**src/rtl/core/lurt_pkg.sv**
```systemverilog
package lurt_pkg;

  localparam int POS_WIDTH     = 16;
  localparam int ALPHABET_SIZE = 256;
  localparam int CHAR_W        = 8;
  localparam int LEN_W         = 16;
  localparam int SYM_W         = (ALPHABET_SIZE > 2) ? $clog2(ALPHABET_SIZE) : 1;
  localparam int EXT_W         = POS_WIDTH + LEN_W;

  typedef logic [SYM_W-1:0]     sym_t;
  typedef logic [POS_WIDTH-1:0] pos_t;
  typedef logic [LEN_W-1:0]     len_t;

  localparam logic [CHAR_W:0] SYM_LIMIT = (CHAR_W+1)'(ALPHABET_SIZE);
  localparam sym_t            SYM_MAX   = SYM_W'(ALPHABET_SIZE - 1);
  localparam pos_t            POS_MAX   = '1;
  localparam len_t            LEN_MAX   = '1;

  // One classified character on its way from front to back.
  typedef struct packed {
    sym_t sym;
    logic first;
    logic last;
  } item_t;

  // Head of the queue as seen by the back part.
  typedef struct packed {
    logic  valid;
    item_t item;
  } q_head_t;

  typedef struct packed {
    len_t longest_length;
    logic length_overflow;
  } res_t;

  // Clip a run length to the result width; the top bit flags a clip.
  function automatic logic [LEN_W:0] sat_len(input pos_t v);
    logic [EXT_W-1:0] wide;
    wide = EXT_W'(v);
    if (wide > EXT_W'(LEN_MAX)) begin
      return {1'b1, LEN_MAX};
    end
    return {1'b0, wide[LEN_W-1:0]};
  endfunction

endpackage

```
**src/rtl/core/lurt_char_if.sv**
```systemverilog
interface lurt_char_if;
  logic                        valid;
  logic                        ready;
  logic [lurt_pkg::CHAR_W-1:0] char_byte;
  logic                        first_char;
  logic                        last_char;

  modport source (output valid, output char_byte, output first_char, output last_char,
                  input ready);
  modport sink   (input valid, input char_byte, input first_char, input last_char,
                  output ready);
endinterface

```
**src/rtl/core/lurt_front.sv**
```systemverilog
module lurt_front (
  input  logic                clk_i,
  input  logic                rst_ni,
  lurt_char_if.sink           char_i,
  input  logic                pop_i,
  output lurt_pkg::q_head_t   head_o
);

  lurt_pkg::item_t item_in;
  lurt_pkg::item_t slot_q [2];
  logic            wr_ptr_q, wr_ptr_d;
  logic            rd_ptr_q, rd_ptr_d;
  logic [1:0]      count_q, count_d;
  logic            push;
  logic            pop;

  // Clamp characters beyond the alphabet to its top symbol.
  always_comb begin
    if ({1'b0, char_i.char_byte} >= lurt_pkg::SYM_LIMIT) begin
      item_in.sym = lurt_pkg::SYM_MAX;
    end else begin
      item_in.sym = lurt_pkg::SYM_W'(char_i.char_byte);
    end
    item_in.first = char_i.first_char;
    item_in.last  = char_i.last_char;
  end

  assign char_i.ready = (count_q != 2'd2);
  assign push         = char_i.valid && char_i.ready;
  assign pop          = pop_i && (count_q != 2'd0);

  assign head_o.valid = (count_q != 2'd0);
  assign head_o.item  = slot_q[rd_ptr_q];

  always_comb begin
    wr_ptr_d = push ? ~wr_ptr_q : wr_ptr_q;
    rd_ptr_d = pop ? ~rd_ptr_q : rd_ptr_q;
    count_d  = count_q;
    if (push && !pop) begin
      count_d = count_q + 2'd1;
    end else if (pop && !push) begin
      count_d = count_q - 2'd1;
    end
  end

  always_ff @(posedge clk_i or negedge rst_ni) begin
    if (!rst_ni) begin
      wr_ptr_q <= 1'b0;
      rd_ptr_q <= 1'b0;
      count_q  <= 2'd0;
    end else begin
      wr_ptr_q <= wr_ptr_d;
      rd_ptr_q <= rd_ptr_d;
      count_q  <= count_d;
    end
  end

  always_ff @(posedge clk_i) begin
    if (push) begin
      slot_q[wr_ptr_q] <= item_in;
    end
  end

endmodule

```
**src/flat_wrapper.sv**
```systemverilog
// flat-port wrapper written by rule: the top's interface ports become plain ports
module lurt_front_flat 
  (clk_i, rst_ni, pop_i, head_o, char_i_valid, char_i_char_byte, char_i_first_char, char_i_last_char, char_i_ready);
  lurt_char_if char_i_i ();
  input  logic clk_i;
  input  logic rst_ni;
  input  logic pop_i;
  output lurt_pkg::q_head_t head_o;
  input wire logic [$bits(char_i_i.valid)-1:0] char_i_valid;
  input wire logic [$bits(char_i_i.char_byte)-1:0] char_i_char_byte;
  input wire logic [$bits(char_i_i.first_char)-1:0] char_i_first_char;
  input wire logic [$bits(char_i_i.last_char)-1:0] char_i_last_char;
  output wire logic [$bits(char_i_i.ready)-1:0] char_i_ready;
  assign char_i_i.valid = char_i_valid;
  assign char_i_i.char_byte = char_i_char_byte;
  assign char_i_i.first_char = char_i_first_char;
  assign char_i_i.last_char = char_i_last_char;
  assign char_i_ready = char_i_i.ready;
  lurt_front u_core (.clk_i(clk_i), .rst_ni(rst_ni), .char_i(char_i_i), .pop_i(pop_i), .head_o(head_o));
endmodule
```
**config.mk**
```make
export PLATFORM = sky130hd
export DESIGN_NAME = lurt_front_flat
export DESIGN_NICKNAME = d
export VERILOG_FILES = /design/src/rtl/core/lurt_pkg.sv /design/src/rtl/core/lurt_char_if.sv /design/src/rtl/core/lurt_front.sv /design/src/flat_wrapper.sv
export SDC_FILE = /design/constraint.sdc
export NUM_CORES = 1
export LEC_CHECK = 0
export BUFFER_PORTS_ARGS = -buffer_cell sky130_fd_sc_hd__buf_2
export CAP_MARGIN = 40
export CORE_MARGIN = 3
export CORE_UTILIZATION = 25
export DETAILED_ROUTE_END_ITERATION = 7
export PLACE_DENSITY_LB_ADDON = 0.15
export SLEW_MARGIN = 40
export SYNTH_ARGS = -nofsm -noshare
export SYNTH_HDL_FRONTEND = slang
export SYNTH_SLANG_ARGS = --single-unit
export TNS_END_PERCENT = 100
```
**constraint.sdc**
```tcl
create_clock -name clk_i -period 1.7 [get_ports clk_i]
set_input_delay 0.085 -clock clk_i [delete_from_list [all_inputs] [get_ports clk_i]]
set_output_delay 0.085 -clock clk_i [all_outputs]
set_load 0.05 [all_outputs]
```
==> summary.txt <==
Timing
  • Final hold vios: 0
  • Min Hold Slack: 14.32 ps
  • Peak Freq: 679.3 MHz
  • Fin crit share: a little under 90%
  • RSZ-0062 raised after global routing: false
  • Setup TNS: 0 ps
  • Setup Skew: between 4 and 5 ps
  • Final critical-path setup slack: 227.9 ps
  • Final setup fails: 0
  • Pins Over Slew Limit: 0
  • Final min period: 1472 ps
  • Slew headroom: 80.96%
  • Slew @ Worst Pin: 285.7 ps

Die
  • # IOs: 26
  • Die ar.: 4497 sq um
  • Die H: 67.06 microns
  • Core area: around 3500 sq um
  • Starting Density: a little over a quarter
  • Row count: 21
  • Die W: 67.06 microns

Cells and area
  • Cell Count, Final, Fillers Out: 128
  • Post-route cell area: 1199 sq um
  • Final-stage net count: 98
  • Core Util, Final: 34.56%
  • Fillers: 361
  • Area Growth Syn to Fin: 28.59%
  • Share of layout cells above drive strength 1: 53.66%
  • Antenna diodes: 0

CTS
  • Clk sink count: 24
  • CTS clock-pin slew for the worst setup and hold paths: around 70 ps
  • Clk_lat worst skew: 260 ps
  • H-tree depth: 1
  • TritonCTS clock tree: done
  • Root Buffer: clkbuf_8
  • Max Buffers Root-to-Sink: 2
  • CTS buffer count: 3
  • Post-CTS Setup Bufs: 0

Synthesis
  • Post-Syn Area: 932.1 sq um
  • Synth top area cells: edfxtp_1 (64%), mux2_2 (12%), dfrtp_1 (11%)
  • Synth unique cells: 14
  • Largest area contributor in the netlist: edfxtp_1
  • YS warnings: 0
  • Synth Register Bits: 24
  • Avg Cell Area, Syn: around 19 sq um
  • Post-synth top area share: between 60% and 70%
  • Synthesized net count: 64
  • Cells after synthesis: 49
  • Sequential area share after synthesis: 75.17%

Critical path
  • Critical Path RT: 1620 ps
  • FF-to-FF Start: u_core.count_q[0]$_DFFE_PN0P_
  • Critical path fanouts, max: 11
  • WS Path Type: reg -> out
  • Critical path launch point type: register
  • CP top delay family: flip-flops
  • Critical path endpoint category: output pin
  • CP max-delay cell: dfrtp_2
  • Critical path, cell by cell: mux2_2 > buf_2
  • Worst setup startpoint: u_core.rd_ptr_q$_DFFE_PN0P_
  • Critical Path AT: 1390 ps
  • Worst path buffer plus inverter count: 1
  • Worst path max stage delay: ~540 ps

Pwr
  • PwrDens: 1924 nW/um^2
  • P_leak: 0.4742 nW
  • Worst VDD drop: 0.0007959 V
  • Design Power: between 2 and 2.5 mW

Global route
  • M3 GR Usage: 3.541%
  • Total track usage: under 10%
  • GRT Residual Overflow: 0
  • GRT met2 Usage: 12.52%
  • First-pass GRT wire length: 2408 microns
  • Pin count of the biggest net entering global routing: 14
  • Met1 Use GR: around 8.3%
  • Initial antenna violation count: 0
  • Vias in the first global route: ~490
  • GR peak layer: met2

Routing
  • Router iterations before antenna repair: 2
  • First-iteration detailed-routing DRC count: 11
  • ANT nets after route: 0
  • Final WL: 1542 microns
  • Vias post-DR: 507
  • Post-DR wirelength/cell: 12.05 microns
  • Vias per inst: 3.961
  • # DRC: 0

Placed design
  • HPWL after detailed placement: ~1100 microns
  • DP Cell Count: 121
  • Final GP Congestion: about 0.63
  • Pre-CTS setup slack: 266.6 ps
  • Placed Instance Area: roughly 1100 sq um
  • IO buf count: 25

Run
  • Max-cap viol count: 0

Worst hold path
  • Hold Path Class: in -> reg
  • Hold path startpoint: char_i_char_byte[0]

Status
  • Status: finished clean
cell families (layout without fill, tap and decap cells):
group / after synthesis / count (layout) / synth area share [%]
flip-flops: 24 / 24 / 75.17
multiplexers: 10 / 10 / 12.08
AND/OR/NAND/NOR: 7 / 7 / 5.503
XOR/XNOR: 5 / 5 / 4.699
buffers and inverters: 2 / 35 / 1.208
adder cells (fa/ha/maj): 1 / 1 / 1.342
worst paths after layout:
kind	depth (start not counted)	slack, ps	endpoint
setup / recovery	2	230	head_o[0]
hold / removal	1	10	u_core.slot_q[1][2]$_DFFE_PP_
setup reg to reg	7	280	u_core.count_q[1]$_DFFE_PN0P_
hold reg to reg	1	500	u_core.wr_ptr_q$_DFFE_PN0P_
max in group asynchronous	2	1410	u_core.rd_ptr_q$_DFFE_PN0P_
min in group asynchronous	2	150	u_core.wr_ptr_q$_DFFE_PN0P_
report_power, final:
group | leakage (nW) | internal, mW | total (mW) | switching [mW]
registers | 0.231 | 0.821 | 0.940 | 0.119
logic | 0.220 | 0.351 | 1.04 | 0.690
clock network | 0.0231 | 0.161 | 0.325 | 0.164
total | 0.474 | 1.33 | 2.31 | 0.973
cells in the mapped netlist:
cell and instances:
edfxtp_1 20, nand2_1 1, nand2_4 1, mux2_2 10, buf_4 1, inv_1 1, dfrtp_1 4, or2_4 1
ha_1 1, and3_1 1, nor2_1 2, nand2b_4 1, xor2_1 2, xnor2_1 3
cells in the final DEF, fill, tap and decap left out, drive strengths merged:
| cell | n |
|---|---|
| and3 | 1 |
| buf | 27 |
| clkbuf | 3 |
| clkinv | 1 |
| dfrtp | 4 |
| dlygate4sd3 | 3 |
| edfxtp | 20 |
| ha | 1 |
| inv | 1 |
| mux2 | 10 |
| nand2 | 2 |
| nand2b | 1 |
| nor2 | 2 |
| or2 | 1 |
| xnor2 | 3 |
| xor2 | 2 |
worst register-to-register path, delay by kind of cell (launching register included):
kind                     cells  cell delay [ps]
XOR/XNOR                     2              280
adder cells (fa/ha/maj)      1              190
buffers and inverters        1               60
flip-flops                   1              430
AND/OR/NAND/NOR              3              380
what timing repair did:
item / in CTS / in global routing
hold buffers: 1 / 2
hold endpoints to repair: 4 / 4
gates resized for setup: 0 / 1
setup endpoints to repair: 0 / 10
state kept, by name, indices dropped and copies added (netlist names):
signal / count
u_core.rd_ptr_q: 1
u_core.count_q: 2
u_core.slot_q: 20
u_core.wr_ptr_q: 1
layout make-up:
cell class	count	area (sq um)	share of cell area [%]
flip-flops and latches	24	701.9	58.56
clock inverters	1	3.754	0.3132
clock buffers	3	41.29	3.445
well taps	46	57.56	4.802
inverters	1	3.754	0.3132
multi-input cells	23	220.2	18.37
repair buffers	30	170.2	14.20
routing by layer:
layer / share of wire [%] / vias up
li1: - / 243
met1: 42 / 249
met2: 50 / 13
met3: 6.3 / 2
met4: 1.2 / 0
met5: 0 / -
Note: power is estimated with default switching activity, not from simulation.
